===== src/hdl/uart_reply_message_framer_assert.svh =====
// ----------------------------------------------------------------------------
// uart reply framer assertion macros
// concurrent assertion wrappers, compiled out when ASSERT_OFF is set
// ----------------------------------------------------------------------------
`ifndef UART_REPLY_MESSAGE_FRAMER_ASSERT_SVH
`define UART_REPLY_MESSAGE_FRAMER_ASSERT_SVH

`ifndef ASSERT_OFF
// checked property, disabled while in reset
`define URMF_ASSERT(label, clk, rst_n, prop, msg) \
    label: assert property (@(posedge clk) disable iff (!rst_n) (prop)) else $error(msg);
// checked property, also active during reset
`define URMF_ASSERT_ALWAYS(label, clk, prop, msg) \
    label: assert property (@(posedge clk) (prop)) else $error(msg);
`else
`define URMF_ASSERT(label, clk, rst_n, prop, msg)
`define URMF_ASSERT_ALWAYS(label, clk, prop, msg)
`endif

`endif


===== src/hdl/urmf_pkg.sv =====
// ----------------------------------------------------------------------------
// uart reply framer package
// shared sizes, codes, word types and constants
// ----------------------------------------------------------------------------
`timescale 1ns / 1ps

package urmf_pkg;

    localparam int NAME_LEN    = 16;
    localparam int NUM_FILES   = 3;
    localparam int STORE_DEPTH = NUM_FILES * NAME_LEN;
    localparam int ADDR_W      = (STORE_DEPTH > 1) ? $clog2(STORE_DEPTH) : 1;
    localparam int POS_W       = $clog2(NAME_LEN);
    localparam int IDX_W       = ($clog2(NAME_LEN + 2) > 3) ? $clog2(NAME_LEN + 2) : 3;

    localparam int VAL_W   = 14;
    localparam int STICK_W = 10;
    localparam int CFG_W   = 14;
    localparam int FILE_W  = 2;
    localparam int NIDX_W  = 4;

    typedef enum logic [1:0] {
        OP_START = 2'd0,
        OP_READY = 2'd1,
        OP_WRITE = 2'd2
    } op_t;

    localparam logic [1:0] CFG_STEPS   = 2'd0;
    localparam logic [1:0] CFG_STICK_X = 2'd1;
    localparam logic [1:0] CFG_STICK_Y = 2'd2;

    localparam logic [2:0] KIND_PAINT = 3'd0;
    localparam logic [2:0] KIND_ACK1  = 3'd1;
    localparam logic [2:0] KIND_STEPS = 3'd2;
    localparam logic [2:0] KIND_STICK = 3'd3;
    localparam logic [2:0] KIND_NAME  = 3'd4;
    localparam logic [2:0] KIND_ACK5  = 3'd5;
    localparam logic [2:0] KIND_ACK6  = 3'd6;
    localparam logic [2:0] KIND_POS   = 3'd7;

    localparam logic [7:0] BYTE_PAINT_HDR = 8'h07;
    localparam logic [7:0] BYTE_ACK1      = 8'h01;
    localparam logic [7:0] BYTE_ACK5      = 8'h02;
    localparam logic [7:0] BYTE_ACK6      = 8'h06;
    localparam logic [7:0] FILE_BIAS      = 8'd3;
    localparam logic [7:0] CODE_BIAS      = 8'd150;
    // code of the digits of zero
    localparam logic [7:0] CODE_ZERO      = CODE_BIAS;
    localparam int         DIGIT_BASE     = 100;
    // floor(2^16 / 100), never overestimates the quotient
    localparam int         RECIP_100      = 655;
    localparam int         RECIP_SHIFT    = 16;

    typedef struct packed {
        logic [1:0]        opcode;
        logic [2:0]        message_kind;
        logic [7:0]        paint_byte_a;
        logic [7:0]        paint_byte_b;
        logic [7:0]        paint_byte_c;
        logic [7:0]        paint_byte_d;
        logic [VAL_W-1:0]  position;
        logic [FILE_W-1:0] file_select;
        logic [NIDX_W-1:0] name_index;
        logic [7:0]        name_char;
    } item_t;

    typedef struct packed {
        logic       has;
        logic [7:0] tx_byte;
        logic       tx_valid;
        logic       msg_done;
    } result_t;

endpackage


===== src/hdl/urmf_digits.sv =====
// ----------------------------------------------------------------------------
// urmf digit coder
// splits a value into hundreds and units, each biased by 150
// ----------------------------------------------------------------------------
`timescale 1ns / 1ps

module urmf_digits
(
    input  logic [urmf_pkg::VAL_W-1:0] value,
    output logic [7:0]                 hundreds_code,
    output logic [7:0]                 units_code
);
    import urmf_pkg::*;

    localparam int PROD_W = VAL_W + 10;

    logic [PROD_W-1:0] prod;
    logic [7:0]        q_est;
    logic [VAL_W-1:0]  back;
    logic [VAL_W-1:0]  rem_est;
    logic [7:0]        q;
    logic [VAL_W-1:0]  rem;

    always_comb
    begin
        // reciprocal estimate is at most one short
        prod    = PROD_W'(value) * PROD_W'(RECIP_100);
        q_est   = prod[RECIP_SHIFT +: 8];
        back    = VAL_W'(q_est) * VAL_W'(DIGIT_BASE);
        rem_est = value - back;
        if (rem_est >= VAL_W'(DIGIT_BASE))
        begin
            q   = q_est + 8'd1;
            rem = rem_est - VAL_W'(DIGIT_BASE);
        end
        else
        begin
            q   = q_est;
            rem = rem_est;
        end
        hundreds_code = q + CODE_BIAS;
        units_code    = rem[7:0] + CODE_BIAS;
    end

endmodule


===== src/hdl/urmf_name_store.sv =====
// ----------------------------------------------------------------------------
// urmf name store
// file name characters, one write and one registered read per cycle
// ----------------------------------------------------------------------------
`timescale 1ns / 1ps

module urmf_name_store
(
    input  logic                        clk,
    input  logic                        we,
    input  logic [urmf_pkg::ADDR_W-1:0] waddr,
    input  logic [7:0]                  wdata,
    input  logic                        re,
    input  logic [urmf_pkg::ADDR_W-1:0] raddr,
    output logic [7:0]                  rdata
);
    import urmf_pkg::*;

    logic [7:0] mem [STORE_DEPTH];
    logic [7:0] rdata_reg;

    always_ff @(posedge clk)
    begin
        if (we)
        begin
            mem[waddr] <= wdata;
        end
    end

    // same-cycle write to the read address is forwarded
    always_ff @(posedge clk)
    begin
        if (re)
        begin
            if (we && (waddr == raddr))
            begin
                rdata_reg <= wdata;
            end
            else
            begin
                rdata_reg <= mem[raddr];
            end
        end
    end

    assign rdata = rdata_reg;

endmodule


===== src/hdl/urmf_core.sv =====
// ----------------------------------------------------------------------------
// urmf framing core
// message state, byte selection and configuration registers
// ----------------------------------------------------------------------------
`timescale 1ns / 1ps

module urmf_core
(
    input  logic                       clk,
    input  logic                       rst_n,
    input  logic                       process,
    input  urmf_pkg::item_t            item,
    input  logic                       cfg_we,
    input  logic [1:0]                 cfg_index,
    input  logic [urmf_pkg::CFG_W-1:0] cfg_data,
    output urmf_pkg::result_t          res
);
    import urmf_pkg::*;

    logic [2:0]        active_kind_reg, active_kind_next;
    logic              busy_reg, busy_next;
    logic [IDX_W-1:0]  byte_index_reg, byte_index_next;
    logic              name_ended_reg, name_ended_next;
    logic [7:0]        paint_reg [4];
    logic [7:0]        paint_next [4];
    logic [7:0]        pos_h_reg, pos_h_next;
    logic [7:0]        pos_u_reg, pos_u_next;
    logic [FILE_W-1:0] file_reg, file_next;
    logic              rd_zero_reg;

    logic [7:0] steps_h_reg, steps_u_reg;
    logic [7:0] x_h_reg, x_u_reg;
    logic [7:0] y_h_reg, y_u_reg;

    logic [VAL_W-1:0] cfg_value;
    logic [7:0]       cfg_h, cfg_u;
    logic [7:0]       start_h, start_u;

    logic              st_we;
    logic [ADDR_W-1:0] st_waddr;
    logic              st_re;
    logic [ADDR_W-1:0] st_raddr;
    logic [POS_W-1:0]  rd_pos;
    logic [7:0]        st_rdata;
    logic [7:0]        name_byte;

    logic [7:0]       sel_byte;
    logic             sel_done;
    logic             sel_ended;
    logic [IDX_W-1:0] sel_last;
    logic [IDX_W-1:0] idx_m1;

    // digit codes of a configuration write and of the started position
    assign cfg_value = (cfg_index == CFG_STEPS) ? cfg_data : VAL_W'(cfg_data[STICK_W-1:0]);

    urmf_digits u_cfg_digits
    (
        .value         (cfg_value),
        .hundreds_code (cfg_h),
        .units_code    (cfg_u)
    );

    urmf_digits u_pos_digits
    (
        .value         (item.position),
        .hundreds_code (start_h),
        .units_code    (start_u)
    );

    assign name_byte = rd_zero_reg ? 8'd0 : st_rdata;
    assign idx_m1    = byte_index_reg - IDX_W'(1);

    // byte of the running message at the current index
    always_comb
    begin
        sel_byte  = 8'd0;
        sel_done  = 1'b0;
        sel_ended = 1'b0;
        sel_last  = IDX_W'(1);
        case (active_kind_reg)
            KIND_PAINT:
            begin
                sel_last = IDX_W'(5);
                if (byte_index_reg >= IDX_W'(5))
                begin
                    sel_done = 1'b1;
                end
                else if (byte_index_reg == '0)
                begin
                    sel_byte = BYTE_PAINT_HDR;
                end
                else
                begin
                    sel_byte = paint_reg[idx_m1[1:0]];
                end
            end
            KIND_ACK1, KIND_ACK5, KIND_ACK6:
            begin
                sel_last = IDX_W'(1);
                if (byte_index_reg >= IDX_W'(1))
                begin
                    sel_done = 1'b1;
                end
                else if (active_kind_reg == KIND_ACK1)
                begin
                    sel_byte = BYTE_ACK1;
                end
                else if (active_kind_reg == KIND_ACK5)
                begin
                    sel_byte = BYTE_ACK5;
                end
                else
                begin
                    sel_byte = BYTE_ACK6;
                end
            end
            KIND_STEPS, KIND_POS:
            begin
                sel_last = IDX_W'(2);
                if (byte_index_reg >= IDX_W'(2))
                begin
                    sel_done = 1'b1;
                end
                else if (active_kind_reg == KIND_STEPS)
                begin
                    sel_byte = (byte_index_reg == '0) ? steps_h_reg : steps_u_reg;
                end
                else
                begin
                    sel_byte = (byte_index_reg == '0) ? pos_h_reg : pos_u_reg;
                end
            end
            KIND_STICK:
            begin
                sel_last = IDX_W'(4);
                if (byte_index_reg >= IDX_W'(4))
                begin
                    sel_done = 1'b1;
                end
                else if (byte_index_reg < IDX_W'(2))
                begin
                    sel_byte = byte_index_reg[0] ? x_u_reg : x_h_reg;
                end
                else
                begin
                    sel_byte = byte_index_reg[0] ? y_u_reg : y_h_reg;
                end
            end
            KIND_NAME:
            begin
                sel_last = IDX_W'(NAME_LEN + 1);
                if (byte_index_reg == '0)
                begin
                    sel_byte = 8'(file_reg) + FILE_BIAS;
                end
                else if (name_ended_reg || (byte_index_reg > IDX_W'(NAME_LEN)))
                begin
                    sel_done = 1'b1;
                end
                else
                begin
                    sel_byte  = name_byte;
                    sel_ended = (name_byte == 8'd0);
                end
            end
            default:
            begin
                sel_done = 1'b1;
            end
        endcase
    end

    always_comb
    begin
        active_kind_next = active_kind_reg;
        busy_next        = busy_reg;
        byte_index_next  = byte_index_reg;
        name_ended_next  = name_ended_reg;
        paint_next       = paint_reg;
        pos_h_next       = pos_h_reg;
        pos_u_next       = pos_u_reg;
        file_next        = file_reg;
        st_we            = 1'b0;
        st_waddr         = ADDR_W'(item.file_select) * ADDR_W'(NAME_LEN)
                         + ADDR_W'(item.name_index);
        res              = '0;
        if (process)
        begin
            case (op_t'(item.opcode))
                OP_START:
                begin
                    active_kind_next = item.message_kind;
                    paint_next[0]    = item.paint_byte_a;
                    paint_next[1]    = item.paint_byte_b;
                    paint_next[2]    = item.paint_byte_c;
                    paint_next[3]    = item.paint_byte_d;
                    pos_h_next       = start_h;
                    pos_u_next       = start_u;
                    file_next        = item.file_select;
                    byte_index_next  = '0;
                    name_ended_next  = 1'b0;
                    busy_next        = 1'b1;
                end
                OP_WRITE:
                begin
                    st_we = (32'(item.file_select) < NUM_FILES)
                         && (32'(item.name_index) < NAME_LEN);
                end
                OP_READY:
                begin
                    if (busy_reg)
                    begin
                        res.has = 1'b1;
                        if (sel_done)
                        begin
                            busy_next    = 1'b0;
                            res.msg_done = 1'b1;
                        end
                        else
                        begin
                            name_ended_next = name_ended_reg | sel_ended;
                            if ((byte_index_reg < sel_last) && !name_ended_next)
                            begin
                                byte_index_next = byte_index_reg + IDX_W'(1);
                            end
                            res.tx_byte  = sel_byte;
                            res.tx_valid = 1'b1;
                        end
                    end
                end
                default:
                begin
                end
            endcase
        end
    end

    // prefetch the name character the next ready word will need
    assign rd_pos   = POS_W'(byte_index_next - IDX_W'(1));
    assign st_re    = (32'(file_next) < NUM_FILES);
    assign st_raddr = ADDR_W'(file_next) * ADDR_W'(NAME_LEN) + ADDR_W'(rd_pos);

    urmf_name_store u_name_store
    (
        .clk   (clk),
        .we    (st_we),
        .waddr (st_waddr),
        .wdata (item.name_char),
        .re    (st_re),
        .raddr (st_raddr),
        .rdata (st_rdata)
    );

    always_ff @(posedge clk or negedge rst_n)
    begin
        if (!rst_n)
        begin
            active_kind_reg <= KIND_PAINT;
            busy_reg        <= 1'b0;
            byte_index_reg  <= '0;
            name_ended_reg  <= 1'b0;
            pos_h_reg       <= CODE_ZERO;
            pos_u_reg       <= CODE_ZERO;
            file_reg        <= '0;
            rd_zero_reg     <= 1'b1;
        end
        else
        begin
            active_kind_reg <= active_kind_next;
            busy_reg        <= busy_next;
            byte_index_reg  <= byte_index_next;
            name_ended_reg  <= name_ended_next;
            pos_h_reg       <= pos_h_next;
            pos_u_reg       <= pos_u_next;
            file_reg        <= file_next;
            rd_zero_reg     <= !st_re;
        end
    end

    always_ff @(posedge clk)
    begin
        paint_reg <= paint_next;
    end

    always_ff @(posedge clk or negedge rst_n)
    begin
        if (!rst_n)
        begin
            steps_h_reg <= CODE_ZERO;
            steps_u_reg <= CODE_ZERO;
            x_h_reg     <= CODE_ZERO;
            x_u_reg     <= CODE_ZERO;
            y_h_reg     <= CODE_ZERO;
            y_u_reg     <= CODE_ZERO;
        end
        else if (cfg_we)
        begin
            case (cfg_index)
                CFG_STEPS:
                begin
                    steps_h_reg <= cfg_h;
                    steps_u_reg <= cfg_u;
                end
                CFG_STICK_X:
                begin
                    x_h_reg <= cfg_h;
                    x_u_reg <= cfg_u;
                end
                CFG_STICK_Y:
                begin
                    y_h_reg <= cfg_h;
                    y_u_reg <= cfg_u;
                end
                default:
                begin
                end
            endcase
        end
    end

endmodule


===== src/hdl/uart_reply_message_framer.sv =====
// ----------------------------------------------------------------------------
// uart reply message framer
// serialises reply messages one byte per transmitter-ready word
// ----------------------------------------------------------------------------
// usage
//   input channel (in_valid / in_ready) carries command words: start picks a
//   message kind and latches its payload, ready asks for the next byte, write
//   stores one file name character
//   output channel (out_valid / out_ready) returns one word per ready word
//   while a message runs: a byte with tx_valid, or msg_done at the end
//   start and write words, and ready words while idle, give no output word
//   cfg_we / cfg_index / cfg_data write the calibration registers, no wait
// timing
//   a word goes from the input register to the output register in one pass,
//   so its result is registered once the output register is free; one word
//   per cycle is sustained while out_ready stays high
// reset
//   clears the message state to idle and the calibration values to zero;
//   name characters are undefined until written
// stall
//   with the output word held the input register still takes one word, then
//   in_ready drops until out_ready frees the output register
// ----------------------------------------------------------------------------
`timescale 1ns / 1ps

`include "uart_reply_message_framer_assert.svh"

module uart_reply_message_framer
(
    input  logic                        clk,
    input  logic                        rst_n,

    input  logic                        in_valid,
    output logic                        in_ready,
    input  logic [1:0]                  opcode,
    input  logic [2:0]                  message_kind,
    input  logic [7:0]                  paint_byte_a,
    input  logic [7:0]                  paint_byte_b,
    input  logic [7:0]                  paint_byte_c,
    input  logic [7:0]                  paint_byte_d,
    input  logic [urmf_pkg::VAL_W-1:0]  position,
    input  logic [urmf_pkg::FILE_W-1:0] file_select,
    input  logic [urmf_pkg::NIDX_W-1:0] name_index,
    input  logic [7:0]                  name_char,

    output logic                        out_valid,
    input  logic                        out_ready,
    output logic [7:0]                  tx_byte,
    output logic                        tx_valid,
    output logic                        msg_done,

    input  logic                        cfg_we,
    input  logic [1:0]                  cfg_index,
    input  logic [urmf_pkg::CFG_W-1:0]  cfg_data
);
    import urmf_pkg::*;

    // input register
    logic    in_valid_reg, in_valid_next;
    item_t   item_reg, item_next;

    // output register
    logic    out_valid_reg, out_valid_next;
    logic [7:0] tx_byte_reg, tx_byte_next;
    logic    tx_valid_reg, tx_valid_next;
    logic    msg_done_reg, msg_done_next;

    logic    advance;
    logic    in_take;
    result_t res;

    // a held word moves on when the output register is free
    assign advance  = in_valid_reg && (!out_valid_reg || out_ready);
    assign in_ready = !in_valid_reg || advance;
    assign in_take  = in_valid && in_ready;

    urmf_core u_core
    (
        .clk       (clk),
        .rst_n     (rst_n),
        .process   (advance),
        .item      (item_reg),
        .cfg_we    (cfg_we),
        .cfg_index (cfg_index),
        .cfg_data  (cfg_data),
        .res       (res)
    );

    always_comb
    begin
        in_valid_next = in_valid_reg;
        item_next     = item_reg;
        if (in_take)
        begin
            in_valid_next          = 1'b1;
            item_next.opcode       = opcode;
            item_next.message_kind = message_kind;
            item_next.paint_byte_a = paint_byte_a;
            item_next.paint_byte_b = paint_byte_b;
            item_next.paint_byte_c = paint_byte_c;
            item_next.paint_byte_d = paint_byte_d;
            item_next.position     = position;
            item_next.file_select  = file_select;
            item_next.name_index   = name_index;
            item_next.name_char    = name_char;
        end
        else if (advance)
        begin
            in_valid_next = 1'b0;
        end
    end

    always_comb
    begin
        out_valid_next = out_valid_reg;
        tx_byte_next   = tx_byte_reg;
        tx_valid_next  = tx_valid_reg;
        msg_done_next  = msg_done_reg;
        if (out_valid_reg && out_ready)
        begin
            out_valid_next = 1'b0;
        end
        if (advance && res.has)
        begin
            out_valid_next = 1'b1;
            tx_byte_next   = res.tx_byte;
            tx_valid_next  = res.tx_valid;
            msg_done_next  = res.msg_done;
        end
    end

    always_ff @(posedge clk or negedge rst_n)
    begin
        if (!rst_n)
        begin
            in_valid_reg  <= 1'b0;
            out_valid_reg <= 1'b0;
        end
        else
        begin
            in_valid_reg  <= in_valid_next;
            out_valid_reg <= out_valid_next;
        end
    end

    // payload needs no reset
    always_ff @(posedge clk)
    begin
        item_reg     <= item_next;
        tx_byte_reg  <= tx_byte_next;
        tx_valid_reg <= tx_valid_next;
        msg_done_reg <= msg_done_next;
    end

    assign out_valid = out_valid_reg;
    assign tx_byte   = tx_byte_reg;
    assign tx_valid  = tx_valid_reg;
    assign msg_done  = msg_done_reg;

    // every output word is exactly one of a byte or an end marker
    `URMF_ASSERT(a_one_kind, clk, rst_n, out_valid_reg |-> (tx_valid_reg ^ msg_done_reg), "output word must be a byte or a done marker")
    // end marker carries a zero byte
    `URMF_ASSERT(a_done_zero, clk, rst_n, (out_valid_reg && msg_done_reg) |-> (tx_byte_reg == 8'd0), "done word must carry zero byte")
    // a held input word is kept until it moves on
    `URMF_ASSERT(a_hold_item, clk, rst_n, (in_valid_reg && !advance) |=> (in_valid_reg && $stable(item_reg)), "held input word lost or changed")
    // an undelivered output word is never overwritten
    `URMF_ASSERT(a_no_overrun, clk, rst_n, (out_valid_reg && !out_ready) |-> !advance, "output word overwritten while stalled")
    // pipeline is empty coming out of reset
    `URMF_ASSERT_ALWAYS(a_reset_empty, clk, !rst_n |=> (!in_valid_reg && !out_valid_reg) || rst_n, "pipeline not empty after reset")

endmodule


===== config.mk =====
export PLATFORM = sky130hd
export DESIGN_NAME = uart_reply_message_framer
export DESIGN_NICKNAME = d
export VERILOG_FILES = /design/src/hdl/urmf_pkg.sv /design/src/hdl/urmf_digits.sv /design/src/hdl/urmf_name_store.sv /design/src/hdl/urmf_core.sv /design/src/hdl/uart_reply_message_framer.sv
export VERILOG_INCLUDE_DIRS = /design/src /design/src/hdl
export SDC_FILE = /design/constraint.sdc
export NUM_CORES = 1
export LEC_CHECK = 0
export BUFFER_PORTS_ARGS = -buffer_cell sky130_fd_sc_hd__buf_2
export CORE_MARGIN = 4
export CORE_UTILIZATION = 57
export DETAILED_ROUTE_END_ITERATION = 12
export PLACE_DENSITY = 0.77
export REMOVE_ABC_BUFFERS = 1
export SLEW_MARGIN = 20
export SYNTH_ARGS = -nofsm -noshare
export SYNTH_HDL_FRONTEND = slang
export SYNTH_SLANG_ARGS = --single-unit
export TNS_END_PERCENT = 20

===== constraint.sdc =====
create_clock -name clk -period 9.45 [get_ports clk]
set_input_delay 0.945 -clock clk [delete_from_list [all_inputs] [get_ports clk]]
set_output_delay 0.945 -clock clk [all_outputs]
set_load 0.005 [all_outputs]

Yosys cells after proc, flatten, opt, wreduce, memory -nomap -nowiden
Memory sizes are Yosys's and may differ from the RTL's. A register that Yosys moved wholly into a read port is not among the register bits. Index checks and enable logic that the tools add are counted.

Register bits after elaboration: 186. RAM bits: 384. Output and inout bits: 12. Memories: 1.

Add/subtract/negate cells: 16. Multipliers: 4. Order comparisons: 12. Equality and inequality tests: 13. Muxes and demuxes: 62. Bitwise logic cells: 5. Reduce and logical (&&, ||, !) cells: 30.

Memory list: u_core.u_name_store.mem (words 48, bits a word 8, read ports 1, clocked after Yosys merged registers in 1, wr ports 1, line urmf_name_store.sv:19) `logic [7:0] mem [STORE_DEPTH];`.

Operator list (number): 2-to-1 mux 8 bit (21); multiplier 14 x 10 -> 24 bit, second input constant (2); one-hot mux 8 bit (5 select lines) (1); 2-to-1 mux 11 bit (3); adder 8 bit, second input constant (4); >= comparator 14 x 7 -> 1 bit, second input constant (2); subtractor 14 bit (2); one-hot mux 5 bit (5 select lines) (1); multiplier 8 x 5 -> 12 bit, second input constant (2); 2-to-1 mux 1 bit (22); 2-to-1 mux 5 bit (4); adder 8 x 1 -> 8 bit, second input constant (2); binary-select mux 8 bit (select 2 bit) (1); subtractor 8 x 7 -> 8 bit, second input constant (2); 2-to-1 mux 14 bit (1); adder 6 x 4 -> 6 bit (2); == test 3 bit, second input constant (4); >= comparator 5 x 3 -> 1 bit, second input constant (2); one-hot mux 5 bit (2 select lines) (1); AND reduction 2 bit (5); 2-to-1 mux 9 bit (1); zero test 8 bit (1); == test 3 x 2 -> 1 bit, second input constant (2); nonzero test 2 bit (3); other kinds (34) (51).

Depth between registers and ports, before layout
Word-level depth: 15. Mapped depth: 50.

Modules after synthesis
A second synthesis with hierarchy kept.

Cell total of the unflattened synthesis: 2346. Area, all modules: 32433.6 µm².

Modules (own cells, without submodules): urmf_name_store (times used 1, cells each 778, area an instance 15506.1 µm², sequential area each 11771.3 µm²); urmf_core (times used 1, cells each 440, area an instance 5580.4 µm², sequential area each 2929.1 µm²); urmf_digits (u_core.u_pos_digits) (times used 1, cells each 547, area an instance 4684.5 µm², sequential area each 0.0 µm²); urmf_digits (u_core.u_cfg_digits) (times used 1, cells each 496, area an instance 4299.1 µm², sequential area each 0.0 µm²); uart_reply_message_framer (times used 1, cells each 85, area an instance 2363.5 µm², sequential area each 2302.2 µm²).

Worst setup path before layout
OpenSTA, ideal clock, no wires.

Path kind: input-to-reg. Start point: in cfg_index[1]. End point: reg u_core.steps_h_reg[7]. Data arrival time: 10.703 ns. Required time: 9.367 ns. Setup slack: -1.336 ns. Stages: 48. Buffers on the path: 2. Cells stage by stage: nor2_1 -> nand2_1 -> xnor2_1 -> ha_1 -> o21bai_1 -> ha_1 -> fa_1 -> fa_1 -> inv_1 -> fa_1 -> inv_1 -> ha_1 -> a21o_1 -> a21o_1 -> a21o_1 -> a21o_1 -> a21oi_1 -> o221a_2 -> (+12 left out) -> nand2_1 -> o41ai_1 -> or3_1 -> o22ai_1 -> o31ai_1 -> clkbuf_1 -> clkbuf_1 -> nand2_1 -> o21ai_0 -> inv_1 -> ha_1 -> inv_1 -> nand2_1 -> o211ai_1 -> a211oi_1 -> nor3_1 -> xnor2_1 -> o21ai_1.

Cells in the longest elaborated chain, start to end: 8. Elaborated cells on any way between the ends: 10. Classes of those cells: 3 x add/sub; 2 x mul; 1 x order compare; 2 x mux; 2 x reduce/logical.

Ends and longest elaborated chain: from (decl) (line uart_reply_message_framer.sv:53) `input logic [1:0] cfg_index,`; zero test 2 bit * (line urmf_core.sv:54, urmf_core.sv:298); 2-to-1 mux 14 bit (line urmf_core.sv:54) `assign cfg_value = (cfg_index == CFG_STEPS) ? cfg_data : VAL_W'(cfg_data[STICK_W-1:0]);`; multiplier 14 x 10 -> 24 bit (line urmf_digits.sv:27) `prod = PROD_W'(value) * PROD_W'(RECIP_100);`; multiplier 8 x 5 -> 12 bit (line urmf_digits.sv:29) `back = VAL_W'(q_est) * VAL_W'(DIGIT_BASE);`; subtractor 14 bit (line urmf_digits.sv:30) `rem_est = value - back;`; >= comparator 14 x 7 -> 1 bit (line urmf_digits.sv:31) `if (rem_est >= VAL_W'(DIGIT_BASE))`; 2-to-1 mux 8 bit (line urmf_digits.sv:31); adder 8 bit (line urmf_digits.sv:41) `hundreds_code = q + CODE_BIAS;`; to (signal assigned) (line urmf_core.sv:301) `steps_h_reg <= cfg_h;`; to (decl) (line urmf_core.sv:31) `logic [7:0] steps_h_reg, steps_u_reg;`.

Mark *: on every way between the ends. The rest lies on a longest branch, timed or not. A chain may end at the register's enable or synchronous reset.

Worst setup path after layout
Start point: in cfg_index[1]. End point: reg u_core.x_h_reg[7].

Cells in the longest elaborated chain, start to end: 8. Elaborated cells on any way between the ends: 11. Classes of those cells: 3 x add/sub; 2 x mul; 1 x order compare; 1 x eq/ne; 2 x mux; 2 x reduce/logical.

Ends and longest elaborated chain: zero test 2 bit (line urmf_core.sv:54); 2-to-1 mux 14 bit (line urmf_core.sv:54); multiplier 14 x 10 -> 24 bit (line urmf_digits.sv:27); multiplier 8 x 5 -> 12 bit (line urmf_digits.sv:29); subtractor 14 bit (line urmf_digits.sv:30); >= comparator 14 x 7 -> 1 bit (line urmf_digits.sv:31); 2-to-1 mux 8 bit (line urmf_digits.sv:31); adder 8 bit (line urmf_digits.sv:41); to (signal assigned) (line urmf_core.sv:306) `x_h_reg <= cfg_h;`; to (decl) (line urmf_core.sv:32) `logic [7:0] x_h_reg, x_u_reg;`.

Several ways; a longest one is shown, not always the timed one.

==> qor.txt <==
R2R depth = 46
Via-to-Cell Ratio = 5.966
Final worst-path setup slack = -0.1256 ns
HP Class = in -> async
Synth top area share = 0.4772
Largest register FFs = 384
R2R Path Start = item_reg[24]$_DFFE_PP_
Buffers on Ports = 97
Clk slew on worst S/H paths = 0.06 ns
Largest family of logic cells by synthesized area = adder cells
Final net count = 2,957
Worst EP required = 9.95 ns
Area delta synth->final = 18.92%
GRT Util Overall = 0.2474
Final setup vio count = 5
Global placer's final weighted congestion = 0.8831
Initial Util = 0.5801
Pre-CTS setup slack = -1.212 ns
Initial DRC count = 1,831
Critical Path Start Type = primary input
Relative slew margins = 0.2876
CTS Buffer Depth = 3
Worst skew pair latency = 0.63 ns
Syn Inst Count = 2,178
CTS tree = yes
Clk_skew = 0.03861 ns
Cts bufs inserted = 55
Drt wl/cell = 22.77 um
IO Pins = 98
Clock Sinks = 578
Crit path kind = in -> reg
Period minus WS final = 9.576 ns
Mean area per synthesized cell = 14.42 um^2
Dominant cell type by area after synthesis = edfxtp_1
Die extent in y = 242.7 um
RSZ-0062 raised after global routing = true
Root buf cell = clkbuf_16
Period utilization = 1.013
Post-synth cell types = 91
Residual DRC = 0
Area of the core = 0.05413 mm^2
CP peak stage delay = 0.52 ns
Largest net degree at the start of global routing = 80
Slowest CP cell = fa_1
DR vias = 19,490
Most common cell after layout, fill and taps aside = edfxtp_1
Max FO, Critical Path = 5
XOR/XNOR Fraction of Synth Area = 0.03228
Worst EP arrival = 10.07 ns
Post-synthesis adder-cell area fraction = 0.1576
First-pass GRT wire length = 113,600 um
Placed Cells incl. Taps = 3,117
Die width = 242.7 um
Status = finished with violations
Synth Area in Compound Gates = 0.05969
Fin cells = 3,267
Initial antenna violation count = 1
Hold Vio Cnt, Final = 0
Die area = 0.05891 mm^2
Share of cells above drive strength 1 = 0.3012
Worst Setup EP = u_core.x_h_reg[7]$_DFFE_PN1P_
Largest cells by area after synthesis = edfxtp_1 48%, ha_1 11%, mux4_2 9.3%, fa_1 5.2%, dfrtp_1 3.7%
Mux share of post-synthesis cell area = 0.1096
Top_reg_cell synth = edfxtp_1
H-tree Lvls = 2
Critical R2R Capture = u_core.pos_h_reg[7]$_DFFE_PN1P_
FP Rows = 85
CTS Hold Buffers Added = 0
First-pass DRT Iterations = 7
Failing checks = setup timing
Peak Freq = 0.1044 GHz
Vias in the first global route = 19,820
Routed wire length = 74,400 um
Asr flop ratio synth = 0.1367
Max-Cap Viols = 0
Warnings from Yosys = 0
DPL Wire Length = 49,620 um
Post-Syn Area = 0.03140 mm^2
Fin. max-slew vios = 0
Sequential share of the synthesized area = 0.5415
Reg2reg setup slack = -0.06 ns
Total global routing overflow = 0
Crit path capture type = flop
Simple-gate area share of the yosys netlist = 0.06041
Yosys reg bits = 578
Worst Tran Pin Value = 1.066 ns
Crit path from = cfg_index[1]
Most frequent cells in the layout = 499 x edfxtp_1, 235 x ha_1, 232 x buf_4
EDFF count, synth = 499
Antenna Violating Nets Remaining = 0
## cell type report
cell class | count | area [um^2]
Timing Repair Buffer | 351 | 2539
Multi-Input combinational cell | 1305 | 14180
Inverter | 233 | 884.6
Fill cell | 3504 | 16790
Clock buffer | 73 | 1495
Tap cell | 696 | 870.8
Antenna cell | 1 | 2.502
Clock inverter | 30 | 361.6
Sequential cell | 578 | 17000
## cell usage after synthesis (5+ instances only)
master / instances
a221oi_1: 5
buf_2: 8
nor3_1: 19
xnor2_1: 71
nand3b_1: 8
nor2_1: 102
clkbuf_4: 6
a22oi_1: 7
nor4_1: 6
o32ai_1: 5
edfxtp_1: 499
nor3b_1: 6
a21o_1: 26
and2_1: 7
ha_1: 266
clkbuf_1: 36
a211oi_1: 7
mux4_1: 15
dfrtp_1: 46
o22ai_1: 6
mux4_2: 129
fa_1: 81
o21a_1: 15
and3_1: 11
a31oi_1: 13
o21bai_1: 7
o211ai_1: 15
nor2b_1: 9
nand2b_1: 12
mux2i_1: 13
o21ai_0: 82
dfstp_2: 33
nand4_1: 8
a21oi_1: 51
nand2_1: 166
inv_1: 229
nand3_1: 21
xor2_1: 32
o21ai_1: 9
## worst min path at each step
stage                                start                                 to  slack [ns]  depth (start not counted)
detailed placement  item_reg[38]$_DFFE_PP_     u_core.paint_reg[10]$_DFFE_PP_        0.40                          0
CTS                 item_reg[43]$_DFFE_PP_     u_core.paint_reg[15]$_DFFE_PP_        0.42                          0
global route                         rst_n  u_core.name_ended_reg$_DFFE_PN0P_        0.42                          1
global placement    item_reg[40]$_DFFE_PP_     u_core.paint_reg[12]$_DFFE_PP_        0.40                          0
floorplan           item_reg[28]$_DFFE_PP_      u_core.paint_reg[0]$_DFFE_PP_        0.40                          0
finish                               rst_n    u_core.pos_h_reg[0]$_DFFE_PN0P_        0.38                          1
## through the flow
step / utilization / instance area (um^2) / TNS (ns) / hold WS (ns)
2_1_floorplan: - / 31060 / -48.50 / 0.4003
3_3_place_gp: 0.6282 / 34010 / -21.43 / 0.4041
3_5_place_dp: 0.6282 / 34010 / -32.28 / 0.4045
4_1_cts: 0.6759 / 36590 / 0 / 0.4184
5_1_grt: 0.6898 / 37340 / -7.699 / 0.4219
6_report: 0.6898 / 37340 / -0.4433 / 0.3807
## routing by layer
layer	up-vias	wire, um	global-route usage
li1	8796	-	-
met1	9787	28750	0.3210
met2	758	38040	0.4284
met3	151	5215	0.05176
met4	0	2397	0.06790
met5	-	0	0
## worst max-delay path: cells and delay by family
kind	cells	cell delay, ns
compound gates	12	2.16
xor+xnor	4	0.68
fa+ha+maj	12	3.92
buf+inv	11	0.98
simple gates	8	1.37
## what timing repair did
| action | in CTS | in global routing |
|---|---|---|
| buffers inserted | 33 | 10 |
| pin swaps | 112 | 78 |
| hold endpoints to repair | 0 | 0 |
| setup endpoints to repair | 40 | 41 |
| gates cloned | 0 | 1 |
| resized for setup | 98 | 120 |
## kinds of logic after synthesis
| kind of cell | after synthesis |
|---|---|
| adder cells (fa/ha/maj) | 347 |
| multiplexers | 158 |
| AO/OA/AOI/OAI | 288 |
| AND/OR/NAND/NOR | 404 |
| buffers and inverters | 295 |
| XOR/XNOR | 108 |
| flip-flops | 578 |
Power is not shown: default switching activity piles up to over one toggle a cycle in this logic, so the estimate is an artifact.
